<file path="src/sv/met_pkg.sv">
package met_pkg;

   localparam int FRAC_BITS   = 58;
   localparam int MAX_RES     = 1024;
   localparam int QUEUE_DEPTH = 2;
   localparam int QPTR_W      = $clog2(QUEUE_DEPTH);
   localparam int QCNT_W      = $clog2(QUEUE_DEPTH + 1);

   // escape radius squared, 4.0 in the fixed-point format
   localparam logic signed [63:0] FOUR = 64'(64'd4 << FRAC_BITS);

   localparam logic signed [63:0] LEFT_EDGE_RST   = 64'(64'd0 - (64'd3 << FRAC_BITS));
   localparam logic signed [63:0] BOTTOM_EDGE_RST = 64'(64'd0 - (64'd1 << FRAC_BITS));
   localparam logic [62:0] STEP_X_RST =
      63'((64'd1 << FRAC_BITS) * 64'd4 / 64'(MAX_RES));
   localparam logic [62:0] STEP_Y_RST =
      63'((64'd1 << FRAC_BITS) * 64'd2 / 64'(MAX_RES));
   localparam logic [15:0] MAX_ITER_RST = 16'd50;

   typedef enum logic [2:0] {
      CSR_LEFT_EDGE   = 3'd0,
      CSR_BOTTOM_EDGE = 3'd1,
      CSR_STEP_X      = 3'd2,
      CSR_STEP_Y      = 3'd3,
      CSR_MAX_ITER    = 3'd4
   } csr_index_type;

   typedef enum logic [1:0] {
      F_IDLE,
      F_MUL,
      F_ADD,
      F_PUSH
   } front_state_type;

   typedef enum logic [3:0] {
      B_IDLE,
      B_MXX,
      B_MYY,
      B_MXY,
      B_SUB,
      B_ADD,
      B_TEST
   } back_state_type;

   typedef struct packed {
      logic signed [63:0] cx;
      logic signed [63:0] cy;
      logic               ovf;
   } pt_type;

   typedef struct packed {
      logic               start;
      logic signed [63:0] a;
      logic signed [63:0] b;
   } mul_req_type;

   typedef struct packed {
      logic               done;
      logic               ovf;
      logic signed [63:0] value;
   } mul_res_type;

   typedef struct packed {
      logic               ovf;
      logic signed [63:0] value;
   } sum_type;

   function automatic sum_type add_chk(input logic signed [63:0] a,
                                       input logic signed [63:0] b);
      logic signed [64:0] s;
      sum_type            r;
      s       = {a[63], a} + {b[63], b};
      r.ovf   = s[64] ^ s[63];
      r.value = s[63:0];
      return r;
   endfunction

endpackage

</file>
<file path="src/sv/met_queue.sv">
module met_queue import met_pkg::*; (
   input  logic   clock,
   input  logic   reset,
   input  logic   push,
   input  pt_type push_data,
   input  logic   pop,
   output pt_type pop_data,
   output logic   full,
   output logic   empty
);

   pt_type            ent_ff [QUEUE_DEPTH];
   logic [QPTR_W-1:0] wr_ptr_ff, wr_ptr_in;
   logic [QPTR_W-1:0] rd_ptr_ff, rd_ptr_in;
   logic [QCNT_W-1:0] cnt_ff, cnt_in;
   logic              do_push;
   logic              do_pop;

   localparam logic [QPTR_W-1:0] PTR_LAST = QPTR_W'(QUEUE_DEPTH - 1);
   localparam logic [QCNT_W-1:0] CNT_FULL = QCNT_W'(QUEUE_DEPTH);

   assign full    = (cnt_ff == CNT_FULL);
   assign empty   = (cnt_ff == '0);
   assign do_push = push && !full;
   assign do_pop  = pop && !empty;

   always_comb begin
      wr_ptr_in = wr_ptr_ff;
      rd_ptr_in = rd_ptr_ff;
      cnt_in    = cnt_ff;
      if (do_push) begin
         wr_ptr_in = (wr_ptr_ff == PTR_LAST) ? '0 : wr_ptr_ff + 1'b1;
      end
      if (do_pop) begin
         rd_ptr_in = (rd_ptr_ff == PTR_LAST) ? '0 : rd_ptr_ff + 1'b1;
      end
      if (do_push && !do_pop) begin
         cnt_in = cnt_ff + 1'b1;
      end else if (do_pop && !do_push) begin
         cnt_in = cnt_ff - 1'b1;
      end
   end

   always_ff @(posedge clock) begin
      if (reset) begin
         wr_ptr_ff <= '0;
         rd_ptr_ff <= '0;
         cnt_ff    <= '0;
      end else begin
         wr_ptr_ff <= wr_ptr_in;
         rd_ptr_ff <= rd_ptr_in;
         cnt_ff    <= cnt_in;
      end
   end

   always_ff @(posedge clock) begin
      if (do_push) begin
         ent_ff[wr_ptr_ff] <= push_data;
      end
   end

   assign pop_data = ent_ff[rd_ptr_ff];

endmodule

</file>
<file path="config.mk">
export PLATFORM = sky130hd
export DESIGN_NAME = met_queue
export DESIGN_NICKNAME = d
export VERILOG_FILES = /design/src/sv/met_pkg.sv /design/src/sv/met_queue.sv
export SDC_FILE = /design/constraint.sdc
export NUM_CORES = 1
export LEC_CHECK = 0
export BUFFER_PORTS_ARGS = -buffer_cell sky130_fd_sc_hd__buf_2
export CAP_MARGIN = 5
export CORE_MARGIN = 3
export CORE_UTILIZATION = 43
export DETAILED_ROUTE_END_ITERATION = 8
export HOLD_SLACK_MARGIN = 0.1
export PLACE_DENSITY = 0.79
export SETUP_SLACK_MARGIN = 0.15
export SLEW_MARGIN = 20
export SYNTH_ARGS = -nofsm -noshare
export SYNTH_HDL_FRONTEND = slang
export SYNTH_SLANG_ARGS = --single-unit
</file>
<file path="constraint.sdc">
create_clock -name clock -period 8.73 [get_ports clock]
set_input_delay 1.746 -clock clock [delete_from_list [all_inputs] [get_ports clock]]
set_output_delay 1.746 -clock clock [all_outputs]
set_load 0.02 [all_outputs]
</file>
==> flow_metrics.env <==
export IMPL_endpoint_kind="output port"
export IMPL_synthFlopType="edfxtp_1"
export IMPL_grt_usage=0.143
export IMPL_p_per_area_nw_per_um2=310
export IMPL_grt_ovfl_total=0
export IMPL_ys_ff_latch=263
export IMPL_crit_required_ns=6.98
export IMPL_antenna_found_initial=2
export IMPL_combPwrFrac=0.252
export IMPL_outcome="finished, final reports clean"
export IMPL_yosys_area_top_type_share=0.810
export IMPL_synthesis_nets=560
export IMPL_h_tree_depth=1
export IMPL_synth_warnings=0
export IMPL_die_w_um=155
export IMPL_fin_crit_ns=4.60
export IMPL_min_path_type="flop to flop"
export IMPL_finalSetupViolations=0
export IMPL_startpoint_type="flop"
export IMPL_clk_pin_slew_ns=0.06
export IMPL_diodes=0
export IMPL_power_leakage_nw=4.45
export IMPL_cp_arrival_ns=2.85
export IMPL_numPortBuffers=263
export IMPL_vias=4985
export IMPL_drt_iter0_markers=274
export IMPL_initial_core_util=0.446
export IMPL_cap_violations=0
export IMPL_dpl_hpwl_um=11900
export IMPL_viasPerCell=4.98
export IMPL_yosysTopAreaCell="edfxtp_1"
export IMPL_area_delta_synth_final_pct=25.3
export IMPL_yosysMostFrequentCell="edfxtp_1"
export IMPL_power_mw=3.71
export IMPL_place_gp_congestion=0.739
export IMPL_max_slew_margin=0.376
export IMPL_swShare=0.289
export IMPL_vdd_drop_max_v=0.000245
export IMPL_holdBufCountCts=0
export IMPL_route_detailed_drc=0
export IMPL_cts_resized=0
export IMPL_rows=53
export IMPL_p_int_mw=2.64
export IMPL_synth_area_leaders="edfxtp_1 81%, mux2_2 15%, buf_6 1.3%"
export IMPL_clockRootBuffer="clkbuf_16"
export IMPL_core_area_um2=21400
export IMPL_cts_tree="done"
export IMPL_wl_um=18200
export IMPL_timing_rr_end="ent_ff[0][85]$_DFFE_PP_"
export IMPL_synthesis_area_um2=9560
export IMPL_numCtsBuffers=27
export IMPL_hold_path_depth=2
export IMPL_finalHoldViolCount=0
export IMPL_period_share=0.527
export IMPL_wire_per_inst_um=18.1
export IMPL_fill_cells=1664
export IMPL_nNetsFinal=841
export IMPL_p_seq_frac=0.448
export IMPL_fin_setup_tns_ns=0
export IMPL_clock_skew_ns=0.0148
export IMPL_cts_path_max_buffers=3
export IMPL_p_clk_frac=0.300
export IMPL_power_switching_mw=1.07
export IMPL_synth_edf_count=258
export IMPL_die_h_um=155
export IMPL_critPathKind="flop to output port"
export IMPL_grt_max_degree=71
export IMPL_ios=264
export IMPL_layout_drive_gt1_share=0.599
export IMPL_cts_sinks=263
export IMPL_avgSynthCellArea_um2=22.4
export IMPL_first_pass_iters=4
export IMPL_syn_inst=426
export IMPL_fmax_ghz=0.217
export IMPL_ys_async_sr_fraction=0
export IMPL_clock_latency_ns=0.52
export IMPL_worstMarginPinSlew_ns=0.937
export IMPL_post_cts_buffers=0
export IMPL_ys_seq_area_frac=0.821
export IMPL_grt_pass1_wl_um=27400
export IMPL_ff2ff_path_depth=4
export IMPL_rsz0062_at_grt="no"
export IMPL_path_max_fanout=70
export IMPL_ant_nets=0
export IMPL_worstReg2RegStart="cnt_ff[0]$_SDFFE_PP0P_"
export IMPL_crit_end="pop_data[79]"
export IMPL_synth_distinct_cells=15
export IMPL_die_area_um2=24100
export IMPL_slew_violations=0
export IMPL_grt_pass1_vias=5201
export IMPL_yosys_top_cells_count="258 x edfxtp_1, 129 x mux2_2, 11 x buf_6"
export IMPL_r2r_slack_ns=5.94
-- per-layer routing --
metal  share of wire  global-route usage
met1            0.38               0.172
met2            0.50               0.250
met3           0.080              0.0403
met4           0.030              0.0450
met5          0.0012                   0
-- cells in the final DEF (no fill, tap or decap) --
cell	Yosys	routed
clkinvlp_4	0	1
dfxtp_1	5	4
ha_1	1	1
clkbuf_8	0	3
inv_1	2	1
edfxtp_1	258	258
o21ai_0	3	3
inv_4	0	1
xor2_1	3	3
a21oi_1	2	2
bufinv_16	0	3
mux2_2	129	129
buf_2	1	263
buf_4	2	3
clkinv_1	0	3
clkbuf_1	0	9
inv_6	0	1
nor2b_2	1	1
clkinv_2	0	1
or3_1	2	2
clkbuf_16	0	27
nor2_1	5	5
and2_4	0	1
dfxtp_4	0	1
-- layout make-up --
cell class                      instances  area (um^2)  area share
Sequential cell                       263         7850       0.655
Multi-Input combinational cell        147         1570       0.131
Timing Repair Buffer                  266         1340       0.112
Clock buffer                           39          751      0.0627
Tap cell                              275          344      0.0287
Clock inverter                          9          123      0.0102
Inverter                                2         10.0    0.000835
-- power groups by stage --
stage                     Sequential (mW)  Clock (mW)  Combinational [mW]
final                                1.66        1.12               0.934
after detailed placement             1.69           0               0.945
after global placement               1.68           0               0.935
after global routing                 1.68        1.20               0.994
after floorplan                      1.66           0               0.706
after CTS                            1.67        1.15               0.949
-- cells by family (layout without fill, tap and decap cells) --
kind of cell,Yosys count,in the layout,synth area share
compound gates,5,5,0.00262
xor+xnor,3,3,0.00275
fa+ha+maj,1,1,0.00131
buf+inv,16,316,0.0158
flops,263,263,0.821
mux,129,129,0.152
simple gates,9,9,0.00484
-- state kept, by name, summed over array words and instances, names as in the netlist, named ones only --
name       flops
wr_ptr_ff      1
cnt_ff         2
rd_ptr_ff      1
ent_ff       258
-- worst max-delay path, stage by stage (launching register included) --
cell	delay, ns
dfxtp_4	0.85
buf_4	0.84
mux2_2	0.43
buf_2	0.16
-- per-stage QoR --
stage	hold slack, ns	utilization	setup slack [ns]	std cells	instance area (um^2)
finish	0.510	0.559	4.13	1001	12000
global route	0.548	0.559	3.97	1001	12000
CTS	0.512	0.559	4.05	1001	12000
detailed placement	0.500	0.519	4.48	953	11100
global placement	0.474	0.519	4.55	953	11100
floorplan	0.452	-	3.32	426	9560
-- worst min-delay path by stage --
stage | from | end | slack, ns
finish | rd_ptr_ff$_SDFFE_PP0P_ | rd_ptr_ff$_SDFFE_PP0P_ | 0.51
global route | wr_ptr_ff$_SDFFE_PP0P_ | wr_ptr_ff$_SDFFE_PP0P_ | 0.55
CTS | wr_ptr_ff$_SDFFE_PP0P_ | wr_ptr_ff$_SDFFE_PP0P_ | 0.51
detailed placement | rd_ptr_ff$_SDFFE_PP0P_ | flop | 0.50
global placement | wr_ptr_ff$_SDFFE_PP0P_ | wr_ptr_ff$_SDFFE_PP0P_ | 0.47
floorplan | wr_ptr_ff$_SDFFE_PP0P_ | wr_ptr_ff$_SDFFE_PP0P_ | 0.45
Note: power is estimated with default switching activity, not from simulation.
