--- config.mk ---
export PLATFORM = sky130hd
export DESIGN_NAME = met_mul
export DESIGN_NICKNAME = d
export VERILOG_FILES = /design/src/sv/met_pkg.sv /design/src/sv/met_mul.sv
export SDC_FILE = /design/constraint.sdc
export NUM_CORES = 2
export LEC_CHECK = 0
export BUFFER_PORTS_ARGS = -buffer_cell sky130_fd_sc_hd__buf_2
export CORE_MARGIN = 4
export CORE_UTILIZATION = 65
export CTS_BUF_LIST = sky130_fd_sc_hd__clkbuf_2 sky130_fd_sc_hd__clkbuf_4 sky130_fd_sc_hd__clkbuf_8
export DETAILED_ROUTE_END_ITERATION = 10
export PLACE_DENSITY_LB_ADDON = 0.08
export SETUP_SLACK_MARGIN = 0.05
export SYNTH_ARGS = -nofsm -noshare
export SYNTH_HDL_FRONTEND = slang
export SYNTH_SLANG_ARGS = --single-unit
--- constraint.sdc ---
create_clock -name clock -period 21.9 [get_ports clock]
set_input_delay 5.475 -clock clock [delete_from_list [all_inputs] [get_ports clock]]
set_output_delay 5.475 -clock clock [all_outputs]
set_load 0.005 [all_outputs]
--- src/sv/met_pkg.sv ---
package met_pkg;

   localparam int FRAC_BITS   = 58;
   localparam int MAX_RES     = 1024;
   localparam int QUEUE_DEPTH = 2;
   localparam int QPTR_W      = $clog2(QUEUE_DEPTH);
   localparam int QCNT_W      = $clog2(QUEUE_DEPTH + 1);

   // escape radius squared, 4.0 in the fixed-point format
   localparam logic signed [63:0] FOUR = 64'(64'd4 << FRAC_BITS);

   localparam logic signed [63:0] LEFT_EDGE_RST   = 64'(64'd0 - (64'd3 << FRAC_BITS));
   localparam logic signed [63:0] BOTTOM_EDGE_RST = 64'(64'd0 - (64'd1 << FRAC_BITS));
   localparam logic [62:0] STEP_X_RST =
      63'((64'd1 << FRAC_BITS) * 64'd4 / 64'(MAX_RES));
   localparam logic [62:0] STEP_Y_RST =
      63'((64'd1 << FRAC_BITS) * 64'd2 / 64'(MAX_RES));
   localparam logic [15:0] MAX_ITER_RST = 16'd50;

   typedef enum logic [2:0] {
      CSR_LEFT_EDGE   = 3'd0,
      CSR_BOTTOM_EDGE = 3'd1,
      CSR_STEP_X      = 3'd2,
      CSR_STEP_Y      = 3'd3,
      CSR_MAX_ITER    = 3'd4
   } csr_index_type;

   typedef enum logic [1:0] {
      F_IDLE,
      F_MUL,
      F_ADD,
      F_PUSH
   } front_state_type;

   typedef enum logic [3:0] {
      B_IDLE,
      B_MXX,
      B_MYY,
      B_MXY,
      B_SUB,
      B_ADD,
      B_TEST
   } back_state_type;

   typedef struct packed {
      logic signed [63:0] cx;
      logic signed [63:0] cy;
      logic               ovf;
   } pt_type;

   typedef struct packed {
      logic               start;
      logic signed [63:0] a;
      logic signed [63:0] b;
   } mul_req_type;

   typedef struct packed {
      logic               done;
      logic               ovf;
      logic signed [63:0] value;
   } mul_res_type;

   typedef struct packed {
      logic               ovf;
      logic signed [63:0] value;
   } sum_type;

   function automatic sum_type add_chk(input logic signed [63:0] a,
                                       input logic signed [63:0] b);
      logic signed [64:0] s;
      sum_type            r;
      s       = {a[63], a} + {b[63], b};
      r.ovf   = s[64] ^ s[63];
      r.value = s[63:0];
      return r;
   endfunction

endpackage

--- src/sv/met_mul.sv ---
module met_mul import met_pkg::*; (
   input  logic        clock,
   input  logic        reset,
   input  mul_req_type req,
   output mul_res_type res
);

   logic               run_ff, run_in;
   logic [2:0]         cnt_ff, cnt_in;
   logic [63:0]        ma_ff, ma_in;
   logic [63:0]        mb_ff, mb_in;
   logic               neg_ff, neg_in;
   logic [63:0]        pp_ff, pp_in;
   logic [1:0]         sh_ff, sh_in;
   logic               pp_vld_ff, pp_vld_in;
   logic [127:0]       acc_ff, acc_in;
   logic               done_ff, done_in;
   logic               ovf_ff, ovf_in;
   logic signed [63:0] val_ff, val_in;

   logic [31:0]        a_half;
   logic [31:0]        b_half;
   logic [127:0]       q;
   logic               fin;

   always_comb begin
      run_in    = run_ff;
      cnt_in    = cnt_ff;
      ma_in     = ma_ff;
      mb_in     = mb_ff;
      neg_in    = neg_ff;
      pp_in     = pp_ff;
      sh_in     = sh_ff;
      pp_vld_in = 1'b0;
      acc_in    = acc_ff;
      done_in   = 1'b0;
      ovf_in    = ovf_ff;
      val_in    = val_ff;

      a_half = cnt_ff[1] ? ma_ff[63:32] : ma_ff[31:0];
      b_half = cnt_ff[0] ? mb_ff[63:32] : mb_ff[31:0];
      q      = acc_ff >> FRAC_BITS;
      fin    = run_ff && (cnt_ff == 3'd4) && !pp_vld_ff;

      if (req.start) begin
         ma_in  = req.a[63] ? 64'd0 - req.a : req.a;
         mb_in  = req.b[63] ? 64'd0 - req.b : req.b;
         neg_in = req.a[63] ^ req.b[63];
         cnt_in = 3'd0;
         acc_in = '0;
         run_in = 1'b1;
      end else if (run_ff) begin
         if (cnt_ff != 3'd4) begin
            pp_in     = {32'd0, a_half} * {32'd0, b_half};
            sh_in     = {1'b0, cnt_ff[1]} + {1'b0, cnt_ff[0]};
            pp_vld_in = 1'b1;
            cnt_in    = cnt_ff + 3'd1;
         end
         if (pp_vld_ff) begin
            acc_in = acc_ff + ({64'd0, pp_ff} << {sh_ff, 5'd0});
         end
         if (fin) begin
            // truncate the magnitude, then apply the sign
            run_in  = 1'b0;
            done_in = 1'b1;
            if (neg_ff) begin
               ovf_in = (|q[127:64]) || (q[63] && (|q[62:0]));
               val_in = 64'd0 - q[63:0];
            end else begin
               ovf_in = (|q[127:64]) || q[63];
               val_in = q[63:0];
            end
         end
      end
   end

   always_ff @(posedge clock) begin
      if (reset) begin
         run_ff    <= 1'b0;
         cnt_ff    <= 3'd0;
         pp_vld_ff <= 1'b0;
         done_ff   <= 1'b0;
      end else begin
         run_ff    <= run_in;
         cnt_ff    <= cnt_in;
         pp_vld_ff <= pp_vld_in;
         done_ff   <= done_in;
      end
   end

   always_ff @(posedge clock) begin
      ma_ff  <= ma_in;
      mb_ff  <= mb_in;
      neg_ff <= neg_in;
      pp_ff  <= pp_in;
      sh_ff  <= sh_in;
      acc_ff <= acc_in;
      ovf_ff <= ovf_in;
      val_ff <= val_in;
   end

   assign res = '{done: done_ff, ovf: ovf_ff, value: val_ff};

endmodule

==> flow_metrics.py <==
metrics = {
    "floorplan": {
        "rows": 109,
        "die_h_um": 308,
        "start_util": 0.658,
        "die_area_um2": 94600,
        "die_w_um": 308,
        "ios": 197,
        "core-area_um2": 88600,
    },
    "setup_path": {
        "crit_top_cell": "fa_1",
        "cp-startpoint": "cnt_ff[1]",
        "critPathTopFamily": "adder cells",
        "crit_buf_inv": 5,
        "slowest_stage": "mux2i_4",
        "arrival_ns": 11.10,
        "max_stage_delay_ns": 0.91,
        "cp_data_required_time_ns": 22.38,
        "critPathKind": "flip-flop to flip-flop",
        "endpoint_kind": "flip-flop",
        "startpoint_type": "flip-flop",
        "r2r_start": "cnt_ff[1]",
        "critical_path_peak_fanout": 64,
    },
    "timing": {
        "finalHoldViolCount": 0,
        "finalCritPeriodShare": 0.485,
        "worst_slew_pin_slew_ns": 1.35,
        "fmax_mhz": 94.2,
        "finClkSkew_ns": 0.0708,
        "period_needed_ns": 10.62,
        "slew_violations": 0,
        "finalSetupTns_ns": 0,
        "rsz0062_at_grt": "false",
        "slew_headroom": 0.0764,
        "setup_violations": 0,
    },
    "cts": {
        "cts_resized": 0,
        "holdBufCountCts": 0,
        "clkSinkCount": 394,
        "cts_root_buffer": "clkbuf_8",
        "clk_latency_ns": 0.76,
        "numCtsBuffers": 72,
        "cts_setup_buffers": 0,
        "htree_levels": 3,
        "cts_max_path_buffers": 3,
        "cts_tree": "done",
        "clkTransAtPathRegs_ns": 0.08,
    },
    "drt": {
        "vias_per_cell": 6.19,
        "dr_total_vias": 48200,
        "drc": 0,
        "wl_per_cell_um": 24.5,
        "routed_wl_mm": 191,
        "first_iter_violations": 4699,
        "firstDrtPassIters": 6,
        "antenna_left": 0,
    },
    "logic_synthesis": {
        "synth_area_leaders": "fa_1 31%, edfxtp_1 13%, ha_1 8.5%",
        "synth_top_area_cell": "fa_1",
        "yosysUniqueCellTypes": 80,
        "ys_ff_latch": 394,
        "synth_edf_count": 260,
        "synth_area_um2": 58300,
        "dominantRegCellSynth": "edfxtp_1",
        "synth_common_cells": "920 x inv_1, 897 x fa_1, 813 x nor2_1",
        "ys_warn_count": 0,
        "synth_most_common_cell": "inv_1",
        "synthCells": 6565,
        "avgSynthCellArea_um2": 8.89,
        "seq_area_frac_synth": 0.180,
        "synth_nets": 7988,
        "async_flop_share": 0,
        "synth_top_area_share": 0.308,
    },
    "outcome": {
        "status": "finished clean",
    },
    "hold_path": {
        "holdCritStartpoint": "acc_ff[32]",
        "hp-class": "flip-flop to flip-flop",
    },
    "final_layout": {
        "fillers": 7138,
        "nets": 7997,
        "drive_gt1_frac": 0.0834,
        "synthToLayoutAreaGrowth_pct": 6.24,
    },
    "grt": {
        "antenna_found_initial": 1,
        "grt_overflow_total": 0,
        "grt_start_max_net_pins": 89,
        "grt_pass1_wl_mm": 290,
        "grt_pass1_vias": 49500,
        "grt_usage": 0.409,
    },
    "flow_run": {
        "cap_viol_max_count": 0,
    },
    "place": {
        "io_buffers": 196,
        "dpl.hpwl_mm": 151,
        "place_congestion": 1.04,
    },
}
logic make-up after synthesis:
group                    count (synthesis)  share of synthesized area
XOR/XNOR                               370                     0.0555
buffers and inverters                 1260                     0.0812
flip-flops                             394                      0.180
multiplexers                           159                     0.0286
adder cells (fa/ha/maj)               1292                      0.393
AND/OR/NAND/NOR                       2062                      0.153
AO/OA/AOI/OAI                         1028                      0.109
per-stage QoR:
stage / hold WS (ns) / setup WS, ns / utilization / instances / area [µm²]
2_1_floorplan: 0.432 / 11.28 / - / 6565 / 58300
3_3_place_gp: 0.444 / 11.69 / 0.681 / 7665 / 60400
3_5_place_dp: 0.450 / 11.47 / 0.681 / 7665 / 60400
4_1_cts: 0.459 / 11.46 / 0.699 / 7794 / 62000
5_1_grt: 0.472 / 10.83 / 0.699 / 7796 / 62000
6_report: 0.457 / 11.28 / 0.699 / 7796 / 62000
worst reg2reg max path, delay by kind of cell (launching register included):
family,cells,cell delay [ns]
compound gates,11,3.20
xor+xnor,1,0.14
fa+ha+maj,9,4.47
buf+inv,5,1.02
flops,1,0.39
mux,1,0.96
simple gates,1,0.18
final timing paths:
path | cells past startpoint | endpoint | slack [ns]
setup / recovery | 28 | pp_ff[60] | 11.28
hold / removal | 2 | acc_ff[32] | 0.46
setup reg to reg | 28 | pp_ff[60] | 11.28
hold reg to reg | 2 | acc_ff[32] | 0.46
cell usage in the layout (no fill, tap or decap), types with 38 or more instances in the layout:
cell type and instances:
inv_1 920, a21oi_1 331, xor2_1 70, xnor2_1 300, o31ai_1 66, o21bai_1 50, mux2i_2 38, nor3_1 49
mux2i_1 53, buf_2 195, edfxtp_1 260, clkbuf_8 78, nor2_1 812, dfxtp_1 132, fa_1 897, nand2b_1 39
nor2b_1 52, mux2_2 62, ha_1 395, a21o_1 102, buf_4 79, and2_1 39, o21ai_0 262, nand2_1 797
nand4_1 103
layer usage:
layer | global-route usage | vias up | share of wire
li1 | - | 21300 | -
met1 | 0.487 | 23500 | 0.35
met2 | 0.652 | 2678 | 0.45
met3 | 0.107 | 707 | 0.11
met4 | 0.287 | 0 | 0.089
met5 | 0 | - | 0
sequential cells by signal, indices dropped and copies added (netlist names):
register	flops
ma_ff	64
sh_ff	2
run_ff	1
mb_ff	64
pp_ff	64
pp_vld_ff	1
neg_ff	1
ovf_ff	1
acc_ff	128
done_ff	1
cnt_ff	3
val_ff	64
layout make-up:
class	count	area, µm²	share of cell area
Inverter	920	3450	0.0557
Timing Repair Buffer	275	1580	0.0255
Clock inverter	25	357	0.00575
Tap cell	1165	1460	0.0235
Multi-Input combinational cell	4911	43400	0.700
Clock buffer	104	1260	0.0204
Antenna cell	2	5.00	0.0000807
Sequential cell	394	10500	0.169
Power is left out: the tool's default activity adds up to more than one toggle a clock period on the data nets, which glitch-free logic cannot reach.
