### src/sv/met_pkg.sv
package met_pkg;

   localparam int FRAC_BITS   = 58;
   localparam int MAX_RES     = 1024;
   localparam int QUEUE_DEPTH = 2;
   localparam int QPTR_W      = $clog2(QUEUE_DEPTH);
   localparam int QCNT_W      = $clog2(QUEUE_DEPTH + 1);

   // escape radius squared, 4.0 in the fixed-point format
   localparam logic signed [63:0] FOUR = 64'(64'd4 << FRAC_BITS);

   localparam logic signed [63:0] LEFT_EDGE_RST   = 64'(64'd0 - (64'd3 << FRAC_BITS));
   localparam logic signed [63:0] BOTTOM_EDGE_RST = 64'(64'd0 - (64'd1 << FRAC_BITS));
   localparam logic [62:0] STEP_X_RST =
      63'((64'd1 << FRAC_BITS) * 64'd4 / 64'(MAX_RES));
   localparam logic [62:0] STEP_Y_RST =
      63'((64'd1 << FRAC_BITS) * 64'd2 / 64'(MAX_RES));
   localparam logic [15:0] MAX_ITER_RST = 16'd50;

   typedef enum logic [2:0] {
      CSR_LEFT_EDGE   = 3'd0,
      CSR_BOTTOM_EDGE = 3'd1,
      CSR_STEP_X      = 3'd2,
      CSR_STEP_Y      = 3'd3,
      CSR_MAX_ITER    = 3'd4
   } csr_index_type;

   typedef enum logic [1:0] {
      F_IDLE,
      F_MUL,
      F_ADD,
      F_PUSH
   } front_state_type;

   typedef enum logic [3:0] {
      B_IDLE,
      B_MXX,
      B_MYY,
      B_MXY,
      B_SUB,
      B_ADD,
      B_TEST
   } back_state_type;

   typedef struct packed {
      logic signed [63:0] cx;
      logic signed [63:0] cy;
      logic               ovf;
   } pt_type;

   typedef struct packed {
      logic               start;
      logic signed [63:0] a;
      logic signed [63:0] b;
   } mul_req_type;

   typedef struct packed {
      logic               done;
      logic               ovf;
      logic signed [63:0] value;
   } mul_res_type;

   typedef struct packed {
      logic               ovf;
      logic signed [63:0] value;
   } sum_type;

   function automatic sum_type add_chk(input logic signed [63:0] a,
                                       input logic signed [63:0] b);
      logic signed [64:0] s;
      sum_type            r;
      s       = {a[63], a} + {b[63], b};
      r.ovf   = s[64] ^ s[63];
      r.value = s[63:0];
      return r;
   endfunction

endpackage

### src/sv/met_front.sv
module met_front import met_pkg::*; (
   input  logic               clock,
   input  logic               reset,
   input  logic               start,
   input  logic [9:0]         pixel_col,
   input  logic [9:0]         pixel_row,
   input  logic signed [63:0] left_edge,
   input  logic signed [63:0] bottom_edge,
   input  logic [62:0]        step_x,
   input  logic [62:0]        step_y,
   input  logic               q_full,
   output logic               busy,
   output logic               q_push,
   output pt_type             q_data
);

   localparam logic [12:0] MAX_RES_W = 13'(MAX_RES);
   localparam logic [9:0]  RES_TOP   = 10'(MAX_RES - 1);

   front_state_type    state_ff, state_in;
   logic               axis_ff, axis_in;
   logic [9:0]         col_ff, col_in;
   logic [10:0]        row_ff, row_in;
   logic [42:0]        pp_lo_ff, pp_lo_in;
   logic [41:0]        pp_hi_ff, pp_hi_in;
   logic signed [63:0] cx_ff, cx_in;
   logic signed [63:0] cy_ff, cy_in;
   logic               ovf_ff, ovf_in;

   logic [10:0]        idx;
   logic [62:0]        stp;
   logic signed [63:0] edge_sel;
   logic [73:0]        prod;
   sum_type            csum;

   function automatic logic [9:0] res_sat(input logic [9:0] v);
      if ({3'd0, v} >= MAX_RES_W) begin
         return RES_TOP;
      end
      return v;
   endfunction

   always_comb begin
      state_in = state_ff;
      axis_in  = axis_ff;
      col_in   = col_ff;
      row_in   = row_ff;
      pp_lo_in = pp_lo_ff;
      pp_hi_in = pp_hi_ff;
      cx_in    = cx_ff;
      cy_in    = cy_ff;
      ovf_in   = ovf_ff;
      q_push   = 1'b0;

      idx      = axis_ff ? row_ff : {1'b0, col_ff};
      stp      = axis_ff ? step_y : step_x;
      edge_sel = axis_ff ? bottom_edge : left_edge;
      prod     = {31'd0, pp_lo_ff} + {pp_hi_ff, 32'd0};
      csum     = add_chk(edge_sel, {1'b0, prod[62:0]});

      unique case (state_ff)
         F_IDLE: begin
            if (start) begin
               col_in   = res_sat(pixel_col);
               row_in   = {1'b0, res_sat(pixel_row)} + 11'd1;
               axis_in  = 1'b0;
               ovf_in   = 1'b0;
               state_in = F_MUL;
            end
         end
         F_MUL: begin
            // split the step into halves to keep each product narrow
            pp_lo_in = {32'd0, idx} * {11'd0, stp[31:0]};
            pp_hi_in = {31'd0, idx} * {11'd0, stp[62:32]};
            state_in = F_ADD;
         end
         F_ADD: begin
            ovf_in = ovf_ff | (|prod[73:63]) | csum.ovf;
            if (axis_ff) begin
               cy_in    = csum.value;
               state_in = F_PUSH;
            end else begin
               cx_in    = csum.value;
               axis_in  = 1'b1;
               state_in = F_MUL;
            end
         end
         F_PUSH: begin
            // hold until the queue has room
            if (!q_full) begin
               q_push   = 1'b1;
               state_in = F_IDLE;
            end
         end
         default: state_in = F_IDLE;
      endcase
   end

   always_ff @(posedge clock) begin
      if (reset) begin
         state_ff <= F_IDLE;
      end else begin
         state_ff <= state_in;
      end
   end

   always_ff @(posedge clock) begin
      axis_ff  <= axis_in;
      col_ff   <= col_in;
      row_ff   <= row_in;
      pp_lo_ff <= pp_lo_in;
      pp_hi_ff <= pp_hi_in;
      cx_ff    <= cx_in;
      cy_ff    <= cy_in;
      ovf_ff   <= ovf_in;
   end

   assign busy   = (state_ff != F_IDLE);
   assign q_data = '{cx: cx_ff, cy: cy_ff, ovf: ovf_ff};

endmodule

### config.mk
export PLATFORM = sky130hd
export DESIGN_NAME = met_front
export DESIGN_NICKNAME = d
export VERILOG_FILES = /design/src/sv/met_pkg.sv /design/src/sv/met_front.sv
export SDC_FILE = /design/constraint.sdc
export NUM_CORES = 2
export LEC_CHECK = 0
export ABC_AREA = 1
export ABC_CLOCK_PERIOD_IN_PS = 8800
export BUFFER_PORTS_ARGS = -buffer_cell sky130_fd_sc_hd__buf_4
export CAP_MARGIN = 5
export CORE_AREA = 2 2 327 329
export DETAILED_ROUTE_END_ITERATION = 8
export DIE_AREA = 0 0 329 331
export GPL_TIMING_DRIVEN = 1
export PLACE_DENSITY = 0.63
export RECOVER_POWER = 25
export SLEW_MARGIN = 40
export SYNTH_ARGS = -nofsm -noshare
export SYNTH_HDL_FRONTEND = slang
export SYNTH_SLANG_ARGS = --single-unit
### constraint.sdc
create_clock -name clock -period 8.8 [get_ports clock]
set_input_delay 1.76 -clock clock [delete_from_list [all_inputs] [get_ports clock]]
set_output_delay 1.76 -clock clock [all_outputs]
set_load 0.03 [all_outputs]
==> implementation parameters <==
Parameter                              Value

Worst setup path
  Minimum setup slack among reg-to-reg paths    ~1.4 ns
  Setup Crit Path Kind    reg2reg
  Worst R2R Path Depth    25
  CP endpoint    pp_hi_ff[33]
  Source of the critical timing path    axis_ff
  Worst-path maximum fanout    just over 40
  Launch instance of the worst register-to-register path    axis_ff
  FF-to-FF End    pp_hi_ff[33]
  Data arrival time of the worst path    between 7 and 8 ns
  Element type at the critical path end    flop
  CP startpoint kind    flop
  Data required time at the worst endpoint    between 9 and 10 ns

STA
  Maximum clock skew at final layout    approximately 0.03 ns
  Highest Clock Rate    ~130 MHz
  Number of endpoints failing setup at the final stage    0
  Fraction of the cycle the final worst path needs    84.5%
  Total Neg Setup Slack    0 ns
  RSZ-0062 raised after global routing    no
  Transition time at the pin with the least slew margin    slightly below 4 ns
  Pins Over Slew Limit    154
  Final WS setup    roughly 1.4 ns
  Final-report hold violation count    0
  Minimum clock period    approximately 7.4 ns
  Worst slew margin    -160%

Synth
  Top cell type's share of synthesized area    about 29%
  Post-synth EDFFs    236
  Post-Syn Instances    ~4600
  Flip-flop and latch count after synthesis    238
  Yosys warnings    0
  Leading cell types by total area after synthesis    sky130_fd_sc_hd__fa_1 29%, sky130_fd_sc_hd__edfxtp_1 19%, sky130_fd_sc_hd__nand2_1 11%, sky130_fd_sc_hd__inv_1 8.4%, sky130_fd_sc_hd__ha_1 8.1%
  Mean area per synthesized cell    roughly 8.0 um2
  Area leader, netlist    sky130_fd_sc_hd__fa_1
  Area of the mapped netlist    ~37000 um2
  Unique masters post-synth    between 50 and 60
  Async set or reset register ratio after synthesis    0%
  Leading cell type by number of instances after synthesis    sky130_fd_sc_hd__nand2_1
  Seq/Total Area, Yosys    19.5%
  Syn Nets    ~5600
  Synth cell count leaders    1113 x sky130_fd_sc_hd__nand2_1, 819 x sky130_fd_sc_hd__inv_1, 724 x sky130_fd_sc_hd__nor2_1
  Ys flop type    sky130_fd_sc_hd__edfxtp_1

Clock network
  Number of buffers between clock root and the deepest sink    3
  Clock root buffer    sky130_fd_sc_hd__clkbuf_16
  Worst-skew pair later-pin latency    a little under 0.6 ns
  Number of gates resized after cts    0
  TritonCTS Buffers    28
  Clock tree from TritonCTS    yes
  Total setup buffers inserted after CTS    0
  Hold Buf Count CTS    0
  Sink count of the clock tree    between 200 and 250
  CTS clk-pin slew, worst paths    0.07 ns
  H-tree levels    1

Outcome
  Run status    complete, but fails checks
  Violations in the final reports    capacitance limit, slew limit

Routing
  Routed wirelength normalized by instance count    ~19 um
  Initial DRC Count    approximately 2200
  Number of remaining DRC errors    0
  DRT Pass-1 Iters    5
  Residual antenna-violating net count after detailed routing    0
  Drt total wl    between 100000 and 150000 um
  Total via count after detailed routing    roughly 31000
  Vias per std cell    between 4 and 5

Placed design
  Pre-CTS worst setup slack    between 1 and 1.5 ns
  Placed Instances    6333
  Quantity of I/O buffers inserted on ports    slightly above 400
  Hpwl dp    101000 um
  Final weighted congestion in routability-driven placement    around 0.95

Layout
  Antenna diode count    0
  Layout cells sized above 1    12.4%
  Final Util    between 40% and 50%
  Synthesis-to-layout area growth    15.4%
  NumNets Final    6017
  Fin cells    6385

Die
  I/O pin count    409
  Initial Util    a little over a third
  Height of the die    roughly 330 um
  Floorplan row count    about 120
  Core Region    ~100000 um2
  Die area    about 110000 um2
  Width of the die    ~330 um

Global routing
  Total Routing Usage GR    a little over a fifth
  First-pass GRT wire length    180000 um
  Vias in the first global route    ~32000
  Global-route congestion overflow total    0
  Pin count of the biggest net entering global routing    between 60 and 70
  Initial antenna violation count    0

Hold path
  Type of the tightest min-delay check    reg2reg

Run
  Max capacitance violation total    3
==> logic make-up after synthesis <==
logic type	Yosys count	share of synthesized area (%)
compound gates	403	6.64
xor+xnor	166	3.97
fa+ha+maj	767	37.1
buf+inv	936	9.85
flops	238	19.5
simple gates	2089	23.0
==> per-layer routing <==
metal / vias up / GRT usage [%] / part of all wire (%)
met5: - / 0 / 0
met4: 0 / 6.08 / 2.9
met3: 145 / 2.36 / 6.4
met2: 1084 / 36.1 / 46
met1: 15000 / 29.3 / 44
li1: 14900 / - / -
==> worst max-delay path, cell delays in order, from the launching register on <==
cell	delay (ns)
sky130_fd_sc_hd__edfxtp_1	0.60
sky130_fd_sc_hd__inv_4	0.43
sky130_fd_sc_hd__buf_4	0.60
sky130_fd_sc_hd__nor2_1	0.13
sky130_fd_sc_hd__nor2_1	0.69
sky130_fd_sc_hd__nand2_1	0.21
sky130_fd_sc_hd__fa_1	0.53
sky130_fd_sc_hd__fa_1	0.51
sky130_fd_sc_hd__inv_1	0.05
sky130_fd_sc_hd__fa_1	0.49
sky130_fd_sc_hd__fa_1	0.49
sky130_fd_sc_hd__inv_1	0.05
sky130_fd_sc_hd__fa_1	0.51
sky130_fd_sc_hd__inv_1	0.05
sky130_fd_sc_hd__ha_1	0.33
sky130_fd_sc_hd__a21oi_1	0.24
sky130_fd_sc_hd__a21boi_0	0.43
sky130_fd_sc_hd__nand2_2	0.14
sky130_fd_sc_hd__nand2_1	0.11
sky130_fd_sc_hd__o21ai_2	0.07
sky130_fd_sc_hd__nand2_1	0.07
sky130_fd_sc_hd__nand2_1	0.10
sky130_fd_sc_hd__nand2_1	0.11
sky130_fd_sc_hd__nand2_1	0.05
sky130_fd_sc_hd__nand2_1	0.07
sky130_fd_sc_hd__nand2_1	0.05
==> worst min-delay path by stage <==
stage	startpoint	endpoint	cells after the start
finish	state_ff[0]	state_ff[0]	2
global route	state_ff[0]	state_ff[0]	2
CTS	state_ff[0]	state_ff[0]	2
detailed placement	state_ff[0]	state_ff[0]	2
global placement	state_ff[0]	state_ff[0]	2
floorplan	state_ff[1]	state_ff[0]	2
==> cell usage in the layout, fill, tap and decap left out, drive strengths merged, types with 8 or more instances in the layout <==
cell type,netlist,routed
xnor2,59,59
o21ai,108,108
nand2,1131,1131
o21bai,22,22
a21boi,12,12
nor4,14,14
buf,60,426
nor3,28,28
fa,531,531
inv,834,836
a21o,30,30
clkbuf,40,47
o21a,9,9
nand3b,8,8
ha,236,236
nand4,13,13
nand3,109,109
nor2,743,743
or2,33,33
edfxtp,236,236
a31oi,31,31
clkinv,2,16
xor2,107,107
a21oi,176,176
==> state kept, by name (all words and copies together), names as in the netlist, 2 cells and up <==
register  cells
pp_lo_ff     43
cy_ff        64
cx_ff        64
state_ff      2
row_ff       11
pp_hi_ff     42
col_ff       10
==> per-stage QoR <==
step | hold WS [ns] | instance area [um2]
final | 0.552 | 42300
after global routing | 0.579 | 42300
after CTS | 0.556 | 42300
after detailed placement | 0.546 | 41300
after global placement | 0.532 | 41300
after floorplan | 0.497 | 36600
==> layout make-up <==
class,count,area [um2]
Multi-Input combinational cell,3425,26000
Inverter,836,3150
Timing Repair Buffer,443,3320
Clock buffer,30,708
Clock inverter,22,253
Fill cell,10700,62700
Tap cell,1391,1740
Sequential cell,238,7130
Power is left out: the tool's default activity adds up to more than one toggle a clock period on the data nets, which glitch-free logic cannot reach.
